File: src/rtl/pfr_ram.sv
// ----------------------------------------------------------------------------
// pfr_ram
// Generic simple dual port RAM, one write port, one registered read port.
// ----------------------------------------------------------------------------
module pfr_ram #(
   parameter int WIDTH = 8,
   parameter int DEPTH = 16
) (
   input  logic                     clock,
   input  logic                     we,
   input  logic [$clog2(DEPTH)-1:0] waddr,
   input  logic [WIDTH-1:0]         wdata,
   input  logic                     re,
   input  logic [$clog2(DEPTH)-1:0] raddr,
   output logic [WIDTH-1:0]         rdata
);

   logic [WIDTH-1:0] mem [DEPTH];
   logic [WIDTH-1:0] rdata_ff;

   always_ff @(posedge clock) begin
      if (we) begin
         mem[waddr] <= wdata;
      end
      if (re) begin
         rdata_ff <= mem[raddr];
      end
   end

   assign rdata = rdata_ff;

endmodule

File: config.mk
export PLATFORM = sky130hd
export DESIGN_NAME = pfr_ram
export DESIGN_NICKNAME = d
export VERILOG_FILES = /design/src/rtl/pfr_ram.sv
export SDC_FILE = /design/constraint.sdc
export NUM_CORES = 1
export LEC_CHECK = 0
export ABC_CLOCK_PERIOD_IN_PS = 1950
export BUFFER_PORTS_ARGS = -buffer_cell sky130_fd_sc_hd__buf_4
export CORE_MARGIN = 10
export CORE_UTILIZATION = 59
export CTS_CLUSTER_SIZE = 24
export DETAILED_ROUTE_END_ITERATION = 6
export PLACE_DENSITY = 0.74
export SLEW_MARGIN = 10
export SYNTH_ARGS = -nofsm -noshare
export SYNTH_HDL_FRONTEND = slang
export SYNTH_SLANG_ARGS = --single-unit
File: constraint.sdc
create_clock -name clock -period 1.95 [get_ports clock]
set_input_delay 0.195 -clock clock [delete_from_list [all_inputs] [get_ports clock]]
set_output_delay 0.195 -clock clock [all_outputs]
set_load 0.05 [all_outputs]
## After elaboration in Yosys (flattened, before gate mapping)

Memories as Yosys holds them, arrays and structs flattened. A register that Yosys moved wholly into a read port is not among the register bits.
Cells that the tools add are included.

- Register bits: 0
- RAM bits: 128
- Input bits: 19
- Output and inout port bits: 8
- Memories: 1

- Mux-type cells: 2

Memory list:

| name | words | bits a word | read ports | clocked after memory_dff | wr ports | RTL line | source |
|---|---|---|---|---|---|---|---|
| mem | 16 | 8 | 1 | 1 | 1 | 18 | `logic [WIDTH-1:0] mem [DEPTH];` |

Operators with widths:

| kind | count |
|---|---|
| 2-to-1 mux 1 bit | 2 |

## Logic depth before layout (Yosys ltp)

- Depth after elaboration: 2
- Depth in mapped cells: 5
- Depth with buffers taken out: 3

## Worst setup path after synthesis

No wires, ideal clock.

- Kind: in2reg
- Start point: in waddr[2]
- End point: mem mem[0][0], enable pin
- Setup time: 0.383 ns
- Arrival time: 1.305 ns
- Data required time: 1.567 ns
- Path slack: 0.262 ns
- Stages: 2
- Cells stage by stage: or3b_2 -> nor3_1

RTL lines:

| item | RTL line | source |
|---|---|---|
| start: declaration | 11 | `input logic [$clog2(DEPTH)-1:0] waddr,` |
| end: declaration | 18 |  |

No word-level cell before the write port.

==> metrics.md <==
| Metric | Value |
|---|---|
| DP Area | ~5700 µm² |
| Layout cell share with drive strength beyond 1 | 31.9% |
| Sequential element share of the synthesized area | between 70% and 80% |
| Outcome | complete, no violations |
| Hold path depth | 1 |
| Fill cell count | 478 |
| Count of final hold-check violations | 0 |
| Clk_lat worst skew | just over 500 ps |
| Cell Pwr Density | roughly 1100 nW/µm² |
| Nets | 313 |
| Required time of the worst setup path | ~2200 ps |
| Via count of the first global-routing pass | approximately 2600 |
| Clock tree buffer depth | 2 |
| Number of standard-cell rows in the floorplan | 34 |
| Cell count after synthesis | roughly 230 |
| Crit start category | flop |
| Commonest register cell after synthesis | sky130_fd_sc_hd__edfxtp_1 |
| Number of warnings reported in the yosys synthesis log | 0 |
| Worst slew margin relative to its limit | around three quarters |
| Count of flip-flops with a built-in enable after synthesis | 136 |
| Number of antenna violations at the first check in global routing | 0 |
| Number of gates given a new drive strength after cts | 0 |
| Core ar. | 8680 µm² |
| Post-CTS Setup Bufs | 0 |
| Average wire per cell in the routed design | between 20 and 25 µm |
| Pins Over Slew Limit | 0 |
| Final design area excluding fillers | 6370 µm² |
| Final number of setup-violating endpoints | 0 |
| Number of buffers inserted during clock tree synthesis | 17 |
| Clock Pin Slew Worst Setup and Hold Paths | roughly 60 ps |
| Total GRT Usage | 16.5% |
| CP Class | reg -> reg |
| Largest net degree at the start of global routing | 28 |
| Number of primary I/O pins | 27 |
| Number of DRC markers after the initial detailed-route iteration | between 300 and 400 |
| First-pass GRT wire length | 15700 µm |
| Arrival time worst endpoint | roughly 1800 ps |
| Final critical-path share of the clock period | approximately four fifths |
| Clock tree sinks | around 140 |
| # placed instances | ~380 |
| Post-detail-place hpwl | ~6300 µm |
| Total negative slack | 0 ps |
| Worst-margin pin slew | 381 ps |
| Chip height | approximately 110 µm |
| CTS tree | yes |
| Area Overhead vs Synth | 21.9% |
| Mapped Avg Cell Area | 22.8 µm² |
| Number of cells in the finished layout apart from fillers | 415 |
| Largest voltage drop on the vdd net | roughly 0.0009 V |
| Number of port buffers | 26 |
| Min Tclk post-route | 1570 ps |
| Routed via count | about 2500 |
| DRC errors left | 0 |
| Antenna viol nets, final | 0 |
| Yosys reg bits | 136 |
| Achievable clock frequency | approximately 0.64 GHz |
| Max-capacitance violation count | 0 |
| Top post-synthesis cells by area | sky130_fd_sc_hd__edfxtp_1 (78%), sky130_fd_sc_hd__mux4_2 (7.8%), sky130_fd_sc_hd__mux4_1 (7.0%) |
| Total Die Area | about 13000 µm² |
| RSZ-0062 raised after global routing | no |
| Routed via count divided by cell count | 5.97 |
| Endpoint class of the critical path | flop |
| Quantity of hold-fixing buffers added after cts | 8 |
| Number of H-tree branching levels | 4 |
| Synth top cells by count | sky130_fd_sc_hd__edfxtp_1 (136), sky130_fd_sc_hd__mux4_2 (18), sky130_fd_sc_hd__a22oi_1 (16), sky130_fd_sc_hd__mux4_1 (14), sky130_fd_sc_hd__nor2_1 (13) |
| Maximum fanout encountered on the critical timing path | 1 |
| Die Wd | approximately 110 µm |
| R2R cell count | 3 |
| Final estimated routing congestion in global placement | ~0.75 |
| Count of cell types in the netlist | 18 |
| Leakage power total | around 2.2 nW |
| Worst hold-check slack | 14.9 ps |
| Share of the core filled with cells | around three quarters |
| Largest clock skew in the final design | ~11 ps |
| Post-synthesis instance area | 5230 µm² |
| Starting utilization of the core area | about three fifths |
| Share of the synthesized area in the top cell type | 78.1% |
| Clock Root Buffer | sky130_fd_sc_hd__clkbuf_8 |
| Post-synthesis cell type with the largest combined area | sky130_fd_sc_hd__edfxtp_1 |
| Grt total ovfl | 0 |
| First-pass iteration count of the detailed router | 4 |
| Number of inserted diodes | 0 |
| Async set or reset register ratio after synthesis | 0% |
| Final Routed Wirelength | roughly 10000 µm |
| Number of nets produced by synthesis | ~250 |
| Worst min-delay path category | in -> reg |
| Dominant cell by count in the synthesized netlist | sky130_fd_sc_hd__edfxtp_1 |
-- placed cells by master (no fill, tap or decap) --
cell	Yosys	final
sky130_fd_sc_hd__a22oi_1	16	16
sky130_fd_sc_hd__and2_1	1	1
sky130_fd_sc_hd__and2b_1	1	1
sky130_fd_sc_hd__buf_12	0	2
sky130_fd_sc_hd__buf_4	1	46
sky130_fd_sc_hd__bufinv_16	0	4
sky130_fd_sc_hd__clkbuf_16	0	16
sky130_fd_sc_hd__clkbuf_8	0	1
sky130_fd_sc_hd__clkinv_1	0	1
sky130_fd_sc_hd__clkinv_4	0	5
sky130_fd_sc_hd__dlygate4sd3_1	0	8
sky130_fd_sc_hd__edfxtp_1	136	136
sky130_fd_sc_hd__inv_6	0	3
sky130_fd_sc_hd__inv_8	0	2
sky130_fd_sc_hd__mux4_1	14	14
sky130_fd_sc_hd__mux4_2	18	18
sky130_fd_sc_hd__nand2_1	9	9
sky130_fd_sc_hd__nand2b_1	2	2
sky130_fd_sc_hd__nand3_1	1	1
sky130_fd_sc_hd__nand3b_1	2	2
sky130_fd_sc_hd__nor2_1	13	13
sky130_fd_sc_hd__nor2b_1	1	1
sky130_fd_sc_hd__nor3_1	4	4
sky130_fd_sc_hd__or3b_2	1	1
-- area by class of cell --
| class | count | area [µm²] | area share [%] |
|---|---|---|---|
| clock buffer | 17 | 414 | 6.50 |
| clock inverter | 15 | 216 | 3.40 |
| multi-input combinational | 83 | 1060 | 16.6 |
| sequential | 136 | 4080 | 64.1 |
| tap | 108 | 135 | 2.12 |
| timing repair buffer | 56 | 465 | 7.30 |
-- path summary, 6_finish.rpt --
path                                  end       from  slack (ps)
worst min register to register   rdata[0]  mem[7][0]         750
worst max register to register   rdata[6]  mem[7][6]         380
worst min-delay path            mem[6][4]   wdata[4]          10
worst max-delay path             rdata[6]  mem[7][6]         380
-- critical path: stages (launching register included) --
cell	delay [ps]
sky130_fd_sc_hd__edfxtp_1	370
sky130_fd_sc_hd__mux4_2	490
sky130_fd_sc_hd__a22oi_1	290
sky130_fd_sc_hd__nand2_1	140
-- kinds of logic (layout without fill, tap and decap cells) --
kind of cell	count (synthesis)	count (layout)	share of synthesized area, %
flip-flops	136	136	78.1
multiplexers	32	32	14.8
buffers and inverters	10	88	1.65
AND/OR/NAND/NOR	35	35	3.14
AO/OA/AOI/OAI	16	16	2.30
-- where the power goes --
part / switching [mW] / total (mW) / internal, mW
clock network: 1.23 / 3.34 / 2.11
registers: 0.0192 / 3.31 / 3.29
logic: 0.220 / 0.382 / 0.163
-- sequential cells by signal (all words and copies together), names as in the netlist --
signal / cells
rdata: 8
mem: 128
-- through the flow --
step | total power, mW | setup WS [ps]
final | 7.03 | 384
after global routing | 7.25 | 325
after CTS | 7.08 | 376
after detailed placement | 3.75 | 127
after global placement | 3.74 | 109
after floorplan | 3.58 | 262
-- routing by layer --
layer / wire (µm) / vias up / global-route usage, % / share of wire, %
met1: 4270 / 1253 / 23.1 / 43
met4: 120 / 0 / 7.94 / 1.2
li1: - / 1114 / - / -
met2: 4790 / 101 / 24.1 / 49
met5: 0 / - / 0 / 0
met3: 661 / 9 / 3.62 / 6.7
Note: power is estimated with default switching activity, not from simulation.
