## config.mk

```make
export PLATFORM = sky130hd
export DESIGN_NAME = pfr_csr
export DESIGN_NICKNAME = d
export VERILOG_FILES = /design/src/rtl/pfr_pkg.sv /design/src/rtl/pfr_csr.sv
export SDC_FILE = /design/constraint.sdc
export NUM_CORES = 1
export LEC_CHECK = 0
export BUFFER_PORTS_ARGS = -buffer_cell sky130_fd_sc_hd__clkbuf_2
export CAP_MARGIN = 20
export CORE_ASPECT_RATIO = 0.5
export CORE_UTILIZATION = 38
export DETAILED_ROUTE_END_ITERATION = 10
export PLACE_DENSITY = 0.79
export SKIP_LAST_GASP = 1
export SYNTH_ARGS = -nofsm -noshare
export SYNTH_HDL_FRONTEND = slang
export SYNTH_SLANG_ARGS = --single-unit
export TNS_END_PERCENT = 30
```

## constraint.sdc

```tcl
create_clock -name clock -period 1.2 [get_ports clock]
set_input_delay 0.06 -clock clock [delete_from_list [all_inputs] [get_ports clock]]
set_output_delay 0.06 -clock clock [all_outputs]
set_load 0.01 [all_outputs]
```

## src/rtl/pfr_pkg.sv

```systemverilog
// ----------------------------------------------------------------------------
// pfr_pkg
// Shared types, constants and helpers of the padded frame rotator.
// ----------------------------------------------------------------------------
package pfr_pkg;

   // register field widths
   localparam int REG_W = 8;
   localparam int BPP_W = 3;

   // geometry and counter widths, settled by the 8 bit dimension registers
   localparam int GEO_W  = 11;
   localparam int COL_W  = 10;
   localparam int ROW_W  = 8;
   localparam int YW     = 10;
   localparam int CALC_W = 24;

   // divide by three of a column index: (col * 683) >> 11 is exact below 1024
   localparam int RECIP3       = 683;
   localparam int RECIP3_SHIFT = 11;

   // configuration port
   localparam int CSR_AW = 4;
   localparam int CSR_DW = 32;

   localparam logic [1:0] REG_IMAGE_WIDTH     = 2'd0;
   localparam logic [1:0] REG_IMAGE_HEIGHT    = 2'd1;
   localparam logic [1:0] REG_BYTES_PER_PIXEL = 2'd2;

   localparam logic [REG_W-1:0] IMAGE_WIDTH_RESET     = 8'd1;
   localparam logic [REG_W-1:0] IMAGE_HEIGHT_RESET    = 8'd1;
   localparam logic [BPP_W-1:0] BYTES_PER_PIXEL_RESET = 3'd3;

   // parameter defaults
   localparam int MAX_DIMENSION_DEF = 128;
   localparam int FRAME_BYTES_DEF   = 65536;

   typedef struct packed {
      logic [REG_W-1:0] image_width;
      logic [REG_W-1:0] image_height;
      logic [BPP_W-1:0] bytes_per_pixel;
      logic             written;
   } csr_out_type;

   typedef enum logic [1:0] {
      RS_IDLE,
      RS_DIV,
      RS_MUL
   } resync_state_type;

   function automatic logic [REG_W-1:0] clamp_dim(logic [REG_W-1:0] v, int max_dim);
      logic [REG_W-1:0] r;
      if (v == '0) begin
         r = REG_W'(1);
      end else if (32'(v) > max_dim) begin
         r = max_dim[REG_W-1:0];
      end else begin
         r = v;
      end
      return r;
   endfunction

   function automatic logic [BPP_W-1:0] eff_bpp(logic [BPP_W-1:0] b);
      logic [BPP_W-1:0] r;
      if (b == '0) begin
         r = BPP_W'(1);
      end else if (b > BPP_W'(4)) begin
         r = BPP_W'(4);
      end else begin
         r = b;
      end
      return r;
   endfunction

endpackage

```

## src/rtl/pfr_csr.sv

```systemverilog
// ----------------------------------------------------------------------------
// pfr_csr
// APB style register file: image width, image height, bytes per pixel.
// ----------------------------------------------------------------------------
module pfr_csr
   import pfr_pkg::*;
(
   input  logic              clock,
   input  logic              reset,
   input  logic              csr_psel,
   input  logic              csr_penable,
   input  logic              csr_pwrite,
   input  logic [CSR_AW-1:0] csr_paddr,
   input  logic [CSR_DW-1:0] csr_pwdata,
   output logic [CSR_DW-1:0] csr_prdata,
   output logic              csr_pready,
   output csr_out_type       cfg
);

   logic [REG_W-1:0] width_ff, width_in;
   logic [REG_W-1:0] height_ff, height_in;
   logic [BPP_W-1:0] bpp_ff, bpp_in;
   logic             wr;
   logic [1:0]       idx;

   assign csr_pready = 1'b1;
   assign wr  = csr_psel && csr_penable && csr_pwrite && csr_pready;
   assign idx = csr_paddr[3:2];

   always_comb begin
      width_in  = width_ff;
      height_in = height_ff;
      bpp_in    = bpp_ff;
      if (wr) begin
         case (idx)
            REG_IMAGE_WIDTH:     width_in  = csr_pwdata[REG_W-1:0];
            REG_IMAGE_HEIGHT:    height_in = csr_pwdata[REG_W-1:0];
            REG_BYTES_PER_PIXEL: bpp_in    = csr_pwdata[BPP_W-1:0];
            default: ;
         endcase
      end
   end

   always_ff @(posedge clock) begin
      if (reset) begin
         width_ff  <= IMAGE_WIDTH_RESET;
         height_ff <= IMAGE_HEIGHT_RESET;
         bpp_ff    <= BYTES_PER_PIXEL_RESET;
      end else begin
         width_ff  <= width_in;
         height_ff <= height_in;
         bpp_ff    <= bpp_in;
      end
   end

   always_comb begin
      case (idx)
         REG_IMAGE_WIDTH:     csr_prdata = CSR_DW'(width_ff);
         REG_IMAGE_HEIGHT:    csr_prdata = CSR_DW'(height_ff);
         REG_BYTES_PER_PIXEL: csr_prdata = CSR_DW'(bpp_ff);
         default:             csr_prdata = '0;
      endcase
   end

   assign cfg.image_width     = width_ff;
   assign cfg.image_height    = height_ff;
   assign cfg.bytes_per_pixel = bpp_ff;
   assign cfg.written         = wr;

endmodule

```

Word-level counts from Yosys, hierarchy flattened
Index checks and enable logic that the tools add are counted.
Widths: inputs -> output; s select.

storage, ports and cells
  memories = 0
  output and inout bits = 53
  register bits = 19
  RAM bits = 0
  input port bits = 41
  bits in read-only memories = 0
  latch bits = 0
  logic and storage cells = 12

operators by class
  add/subtract/negate cells = 0
  reductions and logical operators = 6
  shift operators = 0
  bitwise logic cells = 0
  div/mod/pow operators = 0
  equal/unequal tests = 2
  multiply operators = 0
  multiplexer cells = 1
  order comparisons = 0

operators by type and width
  operator            count
  $pmux 8 s3          1
  $reduce_and 2->1    3
  $eq 2x1->1 const B  1
  $eq 2x2->1 const B  1
  $logic_and 1x1->1   2
  $logic_not 2->1     1

Depth between registers and ports, before layout
Gate-level depths: netlist (run 1).

  depth in word-level cells = 3
  gate-level depth with buffers = 4
  mapped depth without buffers = 4

Least setup slack after synthesis (run 1)
Ideal clock, no wire load.

  kind = input to register
  start point = in csr_pwrite
  end point = reg width_ff[0]
  data required time = 1077 ps
  path slack = 326 ps
  setup time = 123 ps
  stages on the path = 4
  arrival time = 750 ps
  path buffers = 1
  cell sequence = nand3_2 -> or3_1 -> buf_2 -> mux2i_1

on the way
  word-level cells in the longest chain between the ends = 2

RTL lines
  item                               line           source
  start, declared                    pfr_csr.sv:12  input logic csr_pwrite,
  $logic_and 1x1->1                  pfr_csr.sv:27  assign wr = csr_psel && csr_penable && csr_pwrite && csr_pready;
  $reduce_and 2->1 (no source line)  -
  end signal, assigned               pfr_csr.sv:50  width_ff <= width_in;
  end, declared                      pfr_csr.sv:20  logic [REG_W-1:0] width_ff, width_in;

No other way between the ends.
A chain may end at the register's enable or synchronous reset.

Worst setup path in the final report (run 1)
  start point = reg width_ff[0]
  end point = out csr_prdata[0]

on the way
  word-level cells in the longest chain between the ends = 1

RTL lines
  item           line           source
  $pmux 8 s3     pfr_csr.sv:57  case (idx)
  end, declared  pfr_csr.sv:15  output logic [CSR_DW-1:0] csr_prdata,

No other way between the ends.

==> summary.txt, run 1 <==
OUTCOME
---------------------------------------------------------------------------------
Run status .........................................................    completed

TIMING
---------------------------------------------------------------------------------
Final clock skew ...................................................         0 ns
Maximum clock frequency ............................................   0.9222 GHz
Min cycle time layout ..............................................     1.084 ns
Total negative slack for setup checks ..............................         0 ns
Setup-failing EPs final ............................................            0
Worst Setup Slack, final ...........................................    0.1156 ns
Period Utilization, post-route .....................................       90.37%
Setup repair after global routing missed its margin ................        false
Final count of hold timing violations ..............................            0
Number of slew-limit violations in the final report ................            0

HOLD PATH
---------------------------------------------------------------------------------
Type of the worst min-delay path ................................... primary input to flip-flop

CLOCKING
---------------------------------------------------------------------------------
Cell at the root of the clock tree .................................     clkbuf_8
Buffers from clock root to sink, at most ...........................            2
PostCTS Resize Cnt .................................................            0
Clock transition at the registers of the reported paths ............      0.08 ns
Insertion delay of the later-clocked pin in the worst-skew pair ....      0.26 ns
Count of clock tree sinks ..........................................           19
Total CTS buffers ..................................................            3
TritonCTS clock tree ...............................................          yes
Setup repair bufs after CTS ........................................            0
Number of buffers added to fix hold violations after cts ...........            0
H-tree Lvls ........................................................            1

GRT
---------------------------------------------------------------------------------
Gr ovfl total ......................................................            0
Tot GR Track Use ...................................................       13.54%
M2 GR Usage ........................................................       26.71%
Largest net degree at the start of global routing ..................           28
GR peak layer ......................................................         met2
Number of antenna violations at the first check in global routing ..            0
Global-route wire length before repair .............................     3.243 mm
Number of global-route vias before repair ..........................          716
Met1 demand-to-capacity share in global routing ....................       16.14%
Fraction of met3 tracks used by global routing .....................       3.333%

DIE
---------------------------------------------------------------------------------
Number of placement rows ...........................................           13
Horizontal die dimension ...........................................     79.75 um
Die outline height .................................................     40.88 um
Initial Utilization ................................................       42.03%
Core region area ...................................................   2733 sq um
IO Count ...........................................................           94
Overall die area ...................................................   3260 sq um

CRITICAL PATH
---------------------------------------------------------------------------------
Worst setup SP type ................................................    flip-flop
Combined buffer and inverter count along the critical path .........            1
Maximum fanout encountered on the critical timing path .............            3
Crit path max-delay family .........................................   flip-flops
Signal arrival time at the worst endpoint ..........................      1.02 ns
Max stage delay on crit path .......................................      0.37 ns
Critical path required time ........................................      1.14 ns
Classification of the worst setup path ............................. flip-flop to output pin
Cell with the largest stage delay on the worst path ................      dfxtp_1
List of cells traversed by the critical path ....................... mux2i_1, o21ai_0, clkbuf_2
CP endpoint kind ...................................................   output pin

DRT
---------------------------------------------------------------------------------
Drt wl/cell ........................................................     10.71 um
Count of antenna-violating nets left after detailed routing ........            0
Via-to-Cell Ratio ..................................................        4.377
DR iter-0 viols ....................................................           24
Total via count after detailed routing .............................          893
Aggregate routed wire length .......................................     2.184 mm
Number of detailed-routing iterations run before antenna repair ....            4
Post-detailed-route DRC marker count ...............................            0

LOGIC SYNTHESIS
---------------------------------------------------------------------------------
Share of the yosys chip area belonging to registers ................       33.12%
Number of synthesized register bits ................................           19
Count of distinct cell types in the synthesized netlist ............           20
Most area-hungry cell type in the Yosys netlist ....................      dfxtp_1
Top cells by area, synth ........................................... dfxtp_1 (33%), mux2i_1 (23%), buf_4 (17%)
Synth Area per Inst ................................................  9.189 sq um
Post-Synthesis Cells ...............................................          125
Summed instance area of the synthesized netlist ....................   1149 sq um
Number of warning messages in the yosys log ........................            0
Portion of synthesized cell area occupied by the leading cell type .       33.12%

FINAL LAYOUT
---------------------------------------------------------------------------------
P&R area growth vs syn .............................................       17.54%
Share of post-route cells with drive strength above 1 ..............       31.74%
Fin nets ...........................................................          209
Most frequent cells in the layout .................................. clkbuf_2 (42), mux2i_1 (26), conb_1 (25)
Most common library cell in the layout ignoring fill and taps ......     clkbuf_2
Number of antenna cells inserted ...................................            0

PLACED DESIGN
---------------------------------------------------------------------------------
Dpl hpwl ...........................................................     1.758 mm
Final weighted congestion in routability-driven placement ..........       0.7705
Worst setup slack before clock tree synthesis ......................   0.09500 ns
I/O Buffers ........................................................           42

POWER AND IR DROP
---------------------------------------------------------------------------------
Peak supply drop ...................................................    0.3406 mV
Total leakage power ................................................    0.6946 nW
Total power density per cell area .................................. 943.4 nW/um^2

FLOW RUN
---------------------------------------------------------------------------------
Max-cap violation count ............................................            0

-- state kept, by name (all words and copies together) (netlist names) --
name       cells
width_ff       8
bpp_ff         3
height_ff      8
-- worst register-to-register path, stage by stage (launching register included) --
cell and delay (ns):
dfxtp_1 0.33, a21boi_0 0.12, a211o_1 0.27
-- path summary, 6_finish.rpt --
kind	start	end	slack (ns)	cells after the start
max reg2reg	bpp_ff[1]$_SDFFE_PP1P_	bpp_ff[1]$_SDFFE_PP1P_	0.37	2
max	width_ff[0]$_SDFFE_PP1P_	csr_prdata[0]	0.12	3
min	csr_pwdata[1]	bpp_ff[1]$_SDFFE_PP1P_	0.03	2
min reg2reg	width_ff[6]$_SDFFE_PP0P_	width_ff[6]$_SDFFE_PP0P_	0.49	2
-- Yosys cell counts --
| library cell | instances |
|---|---|
| nor2b_1 | 1 |
| nor3_2 | 1 |
| nand2_1 | 3 |
| buf_2 | 3 |
| nand3b_1 | 1 |
| conb_1 | 2 |
| nand3_2 | 1 |
| and2_1 | 1 |
| a211o_1 | 1 |
| dfxtp_1 | 19 |
| inv_1 | 1 |
| nor2_1 | 9 |
| mux2i_1 | 26 |
| or3_1 | 1 |
| nand2b_1 | 22 |
| clkbuf_1 | 2 |
| o21ai_0 | 3 |
| buf_4 | 26 |
| nor3b_4 | 1 |
| a21boi_0 | 1 |
-- per-layer routing --
layer | wire length (um) | up-vias
li1 | - | 441
met1 | 998 | 417
met2 | 1076 | 35
met3 | 109 | 0
met4 | 0 | 0
met5 | 0 | -
-- through the flow --
step / power, mW / hold WS (ns) / instance area (sq um) / util, % / std cells
after floorplan: 0.8367 / 0.1780 / 1235 / - / 148
after global placement: 0.8355 / 0.2866 / 1304 / 47.71 / 200
after detailed placement: 0.8388 / 0.2940 / 1304 / 47.71 / 200
after CTS: 1.277 / 0.02776 / 1350 / 49.40 / 204
after global routing: 1.326 / 0.02519 / 1350 / 49.40 / 204
final: 1.274 / 0.02776 / 1350 / 49.40 / 204
-- power by group --
part | switching [mW] | leakage [nW] | internal, mW
registers | 0.00664 | 0.154 | 0.639
logic | 0.109 | 0.516 | 0.0703
clock network | 0.218 | 0.0255 | 0.231
-- final cells by class --
cell class,instances,area (sq um)
fillers,259,1383
multi-input cells,97,633.1
flip-flops and latches,19,380.4
repair buffers,46,240.2
well taps,37,46.29
clock buffers,3,41.29
clock inverters,1,5.005
inverters,1,3.754
-- cell families after synthesis --
group           after synthesis  share of synthesized area [%]
simple gates                 41                          21.57
buf+inv                      32                          19.28
compound gates                5                          2.723
flops                        19                          33.12
other cells                   2                         0.6538
mux                          26                          22.66
(Power assumes the default switching activity.)
==> inputs of run 2 (changes only) <==
- PLACE_DENSITY: 0.79 -> 0.85
==> run 2 against run 1 <==
  * Sequential power barely moved
  * Combinational power barely moved
  * First-iteration DRC count rose by 130%
  * Die area did not move
  * Clock-buffer cell count did not move
  * Register-to-register slack improved by 0.02 ns
  * Fmax rose by 2.0%
  * Power fell by 1.3%
  * Flip-flop and latch count did not move
  * Critical path depth did not move
  * Clock power fell by 3%
  * Via count fell by 2.0%
  * Largest cell class unchanged
==> summary.txt, run 2 (same netlist as run 1, synthesis figures left out) <==
DIE
--------------------------------------------------------------------------------
Die outline height ................................................     40.88 um
Core region area ..................................................   2733 sq um
IO Count ..........................................................           94
Horizontal die dimension ..........................................     79.75 um
Initial Utilization ...............................................       42.03%
Number of placement rows ..........................................           13
Overall die area ..................................................   3260 sq um

CLOCKING
--------------------------------------------------------------------------------
Clock transition at the registers of the reported paths ...........      0.07 ns
Setup repair bufs after CTS .......................................            0
Cell at the root of the clock tree ................................     clkbuf_8
PostCTS Resize Cnt ................................................            0
TritonCTS clock tree ..............................................          yes
Total CTS buffers .................................................            3
Buffers from clock root to sink, at most ..........................            2
H-tree Lvls .......................................................            1
Count of clock tree sinks .........................................           19
Number of buffers added to fix hold violations after cts ..........            0
Insertion delay of the later-clocked pin in the worst-skew pair ...      0.25 ns

TIMING
--------------------------------------------------------------------------------
Worst Setup Slack, final ..........................................    0.1371 ns
Total negative slack for setup checks .............................         0 ns
Final clock skew ..................................................         0 ns
Setup-failing EPs final ...........................................            0
Maximum clock frequency ...........................................   0.9409 GHz
Period Utilization, post-route ....................................       88.57%
Final count of hold timing violations .............................            0
Min cycle time layout .............................................     1.063 ns
Setup repair after global routing missed its margin ...............        false
Worst hold margin .................................................   0.03838 ns
Number of slew-limit violations in the final report ...............            0

POWER AND IR DROP
--------------------------------------------------------------------------------
Peak supply drop ..................................................    0.4090 mV
Total power density per cell area ................................. 936.4 nW/um^2
Total leakage power ...............................................    0.6898 nW
Overall power .....................................................     1.257 mW

OUTCOME
--------------------------------------------------------------------------------
Run status ........................................................    completed

HOLD PATH
--------------------------------------------------------------------------------
Terminating pin of the worst hold path ............................ bpp_ff[1]$_SDFFE_PP1P_
Type of the worst min-delay path .................................. primary input to flip-flop
HP Start .......................................................... csr_pwdata[1]
Worst Hold Depth ..................................................            2

FINAL LAYOUT
--------------------------------------------------------------------------------
P&R area growth vs syn ............................................       16.88%
Number of antenna cells inserted ..................................            0
Share of post-route cells with drive strength above 1 .............       31.33%
Most frequent cells in the layout ................................. clkbuf_2 (42), mux2i_1 (26), conb_1 (25)
Most common library cell in the layout ignoring fill and taps .....     clkbuf_2
Fin nets ..........................................................          208
Top Registers ..................................................... height_ff (8), width_ff (8), bpp_ff (3)

CRITICAL PATH
--------------------------------------------------------------------------------
Cell count of the worst reg-to-reg path ...........................            2
Launch instance of the worst register-to-register path ............ bpp_ff[1]$_SDFFE_PP1P_
Maximum fanout encountered on the critical timing path ............            3
CP endpoint kind ..................................................   output pin
R2R Path End ...................................................... bpp_ff[1]$_SDFFE_PP1P_
Flop2flop setup slack .............................................      0.39 ns
Signal arrival time at the worst endpoint .........................      1.00 ns
Critical path required time .......................................      1.14 ns
Classification of the worst setup path ............................ flip-flop to output pin
Worst setup SP type ...............................................    flip-flop

DRT
--------------------------------------------------------------------------------
Count of antenna-violating nets left after detailed routing .......            0
Via-to-Cell Ratio .................................................        4.310
DR iter-0 viols ...................................................           55
Post-detailed-route DRC marker count ..............................            0
Aggregate routed wire length ......................................     2.192 mm
Drt wl/cell .......................................................     10.80 um
Number of detailed-routing iterations run before antenna repair ...            4
Total via count after detailed routing ............................          875

GRT
--------------------------------------------------------------------------------
Gr ovfl total .....................................................            0
Largest net degree at the start of global routing .................           28
Number of global-route vias before repair .........................          720
Global-route wire length before repair ............................     3.222 mm
Tot GR Track Use ..................................................       13.39%
Number of antenna violations at the first check in global routing .            0

PLACED DESIGN
--------------------------------------------------------------------------------
Final weighted congestion in routability-driven placement .........       0.7941
Dpl hpwl ..........................................................     1.769 mm
Worst setup slack before clock tree synthesis .....................    0.1231 ns
I/O Buffers .......................................................           42

FLOW RUN
--------------------------------------------------------------------------------
Max-cap violation count ...........................................            0

[run 2: stage by stage]
stage / std cells / util [%] / area (sq um)
finish: 203 / 49.13 / 1343
global route: 203 / 49.13 / 1343
CTS: 203 / 49.13 / 1343
floorplan: 148 / - / 1235
detailed placement: 199 / 47.44 / 1296
global placement: 199 / 47.44 / 1296
[run 2: worst max path at each step]
stage                                    end  slack [ns]                       from  cells after the start
finish                         csr_prdata[1]        0.14   width_ff[1]$_SDFFE_PP0P_                      3
global route                   csr_prdata[1]       0.001  height_ff[1]$_SDFFE_PP0P_                      3
CTS                            csr_prdata[1]        0.13  height_ff[1]$_SDFFE_PP0P_                      3
detailed placement  width_ff[3]$_SDFFE_PP0P_        0.12                 csr_pwrite                      4
global placement    width_ff[3]$_SDFFE_PP0P_        0.14                 csr_pwrite                      4
floorplan           width_ff[0]$_SDFFE_PP1P_        0.33                 csr_pwrite                      4
[run 2: power by group]
group	switching, mW	internal, mW
clock network	0.205	0.230
registers	0.00646	0.639
logic	0.108	0.0684
[run 2: worst max-delay path, cell delays in order (launching register included)]
cell,delay (ns)
dfxtp_1,0.37
mux2i_1,0.09
o21ai_0,0.14
clkbuf_2,0.15
[run 2: layer usage]
metal	track usage [%]	vias to the layer above	wire, um
li1	-	440	-
met1	14.96	400	926
met2	26.50	33	1151
met3	3.556	2	91
met4	4.018	0	23
met5	0	-	0
[run 2: area by class of cell]
| class | instances | area [sq um] |
|---|---|---|
| clock buffer | 3 | 41.29 |
| tap | 37 | 46.29 |
| timing repair buffer | 45 | 232.7 |
| sequential | 19 | 380.4 |
| inverter | 1 | 3.754 |
| multi-input combinational | 97 | 633.1 |
| fill | 249 | 1390 |
| clock inverter | 1 | 5.005 |
==> inputs of run 3 (changes only) <==
- GPL_ROUTABILITY_DRIVEN: default -> 0
- REMOVE_ABC_BUFFERS: default -> 1
==> run 3 against run 2 <==
  * Sequential share of layout area unchanged
  * Register-to-register slack worse by 0.02 ns
  * Utilization is the same
  * Global-route usage increased by 2.6 points
  * Clock-buffer cell count did not move
  * Via count rose by 5.3%
  * Die area stayed put
  * Clock skew stayed put
  * Power up 0.97%
  * Flip-flop and latch count unchanged
==> summary.txt, run 3 (same netlist as run 1, synthesis figures left out) <==
FINAL LAYOUT
--------------------------------------------------------------------------------
Top Registers ..................................................... height_ff (8), width_ff (8), bpp_ff (3)
Number of antenna cells inserted ..................................            0
Most frequent cells in the layout ................................. clkbuf_2 (42), mux2i_1 (26), conb_1 (25)
Most common library cell in the layout ignoring fill and taps .....     clkbuf_2
Fin nets ..........................................................          208
Core occupancy in the finished layout .............................       49.13%
Finished layout cell area .........................................   1343 sq um
P&R area growth vs syn ............................................       16.88%
Share of post-route cells with drive strength above 1 .............       31.33%
Final standard cell count with taps included and fillers excluded .          203

DRT
--------------------------------------------------------------------------------
DR iter-0 viols ...................................................           44
Total via count after detailed routing ............................          921
Number of detailed-routing iterations run before antenna repair ...            4
Aggregate routed wire length ......................................     2.527 mm
Drt wl/cell .......................................................     12.45 um
Via-to-Cell Ratio .................................................        4.537
Post-detailed-route DRC marker count ..............................            0
Count of antenna-violating nets left after detailed routing .......            0

TIMING
--------------------------------------------------------------------------------
Min cycle time layout .............................................     1.144 ns
Final count of hold timing violations .............................            0
Worst hold margin .................................................   0.04655 ns
Period Utilization, post-route ....................................       95.29%
Setup-failing EPs final ...........................................            0
Total negative slack for setup checks .............................         0 ns
Worst Setup Slack, final ..........................................   0.05647 ns
Setup repair after global routing missed its margin ...............        false
Maximum clock frequency ...........................................   0.8745 GHz
Number of slew-limit violations in the final report ...............            0
Final clock skew ..................................................         0 ns

CLOCKING
--------------------------------------------------------------------------------
Cell at the root of the clock tree ................................     clkbuf_8
PostCTS Resize Cnt ................................................            0
Number of buffers added to fix hold violations after cts ..........            0
Total CTS buffers .................................................            3
Buffers from clock root to sink, at most ..........................            2
Setup repair bufs after CTS .......................................            0
H-tree Lvls .......................................................            1
TritonCTS clock tree ..............................................          yes
Insertion delay of the later-clocked pin in the worst-skew pair ...      0.25 ns
Clock transition at the registers of the reported paths ...........      0.07 ns
Count of clock tree sinks .........................................           19

CRITICAL PATH
--------------------------------------------------------------------------------
Critical path required time .......................................      1.14 ns
CP endpoint kind ..................................................   output pin
R2R Path End ...................................................... bpp_ff[1]$_SDFFE_PP1P_
Max stage delay on crit path ......................................      0.37 ns
Launch instance of the worst register-to-register path ............ bpp_ff[1]$_SDFFE_PP1P_
Flop2flop setup slack .............................................      0.37 ns
Worst setup SP type ...............................................    flip-flop
Signal arrival time at the worst endpoint .........................      1.08 ns
Cell with the largest stage delay on the worst path ...............      dfxtp_1
Cell count of the worst reg-to-reg path ...........................            2
Maximum fanout encountered on the critical timing path ............            3
Classification of the worst setup path ............................ flip-flop to output pin
List of cells traversed by the critical path ...................... mux2i_1, o21ai_0, clkbuf_2

GRT
--------------------------------------------------------------------------------
Number of antenna violations at the first check in global routing .            0
Global-route wire length before repair ............................     3.732 mm
Tot GR Track Use ..................................................       16.01%
Gr ovfl total .....................................................            0
Number of global-route vias before repair .........................          790
Largest net degree at the start of global routing .................           28

POWER AND IR DROP
--------------------------------------------------------------------------------
Total power density per cell area ................................. 945.4 nW/um^2
Overall power .....................................................     1.269 mW
Total leakage power ...............................................    0.6898 nW
Peak supply drop ..................................................    0.3811 mV

HOLD PATH
--------------------------------------------------------------------------------
HP Start .......................................................... csr_pwdata[1]
Terminating pin of the worst hold path ............................ bpp_ff[1]$_SDFFE_PP1P_
Type of the worst min-delay path .................................. primary input to flip-flop
Worst Hold Depth ..................................................            2

PLACED DESIGN
--------------------------------------------------------------------------------
Dpl hpwl ..........................................................     1.857 mm
Post-Place Cell Area ..............................................   1296 sq um
Number of cells after detailed placement ..........................          199
Worst setup slack before clock tree synthesis .....................   0.08904 ns
I/O Buffers .......................................................           42

DIE
--------------------------------------------------------------------------------
Overall die area ..................................................   3260 sq um
Horizontal die dimension ..........................................     79.75 um
Number of placement rows ..........................................           13
IO Count ..........................................................           94
Core region area ..................................................   2733 sq um
Initial Utilization ...............................................       42.03%
Die outline height ................................................     40.88 um

FLOW RUN
--------------------------------------------------------------------------------
Max-cap violation count ...........................................            0

OUTCOME
--------------------------------------------------------------------------------
Run status ........................................................    completed

-- run 3: worst max-delay path by stage --
stage / slack, ns / endpoint / from / cells past startpoint
after global routing: 0.02 / csr_prdata[0] / height_ff[0]$_SDFFE_PP1P_ / 3
after floorplan: 0.32 / width_ff[0]$_SDFFE_PP1P_ / csr_pwrite / 3
after global placement: 0.14 / width_ff[3]$_SDFFE_PP0P_ / csr_pwrite / 4
final: 0.06 / csr_prdata[0] / height_ff[0]$_SDFFE_PP1P_ / 3
after CTS: 0.08 / csr_prdata[0] / height_ff[0]$_SDFFE_PP1P_ / 3
after detailed placement: 0.09 / width_ff[7]$_SDFFE_PP0P_ / csr_paddr[2] / 4
-- run 3: layer usage --
layer / up-vias / part of all wire (%) / global-route usage (%)
li1: 443 / - / -
met1: 428 / 39 / 15.56
met2: 46 / 54 / 33.76
met3: 4 / 5.7 / 4.889
met4: 0 / 0.63 / 7.143
met5: - / 0 / 0
-- run 3: worst max-delay path, delay by kind of cell, from the launching register on --
family / cells / cell delay [ns]
compound gates: 1 / 0.18
buf+inv: 1 / 0.17
flops: 1 / 0.37
mux: 1 / 0.10
-- run 3: cell type report --
cell class | instances | area (sq um)
sequential | 19 | 380.4
timing repair buffer | 45 | 232.7
tap | 37 | 46.29
clock inverter | 1 | 5.005
clock buffer | 3 | 41.29
fill | 260 | 1390
multi-input combinational | 97 | 633.1
inverter | 1 | 3.754
-- run 3: report_power, final --
group          leakage (nW)  switching [mW]  internal [mW]
clock network        0.0255           0.211          0.231
logic                 0.511           0.113         0.0684
registers             0.154         0.00674          0.639
total                 0.690           0.331          0.938
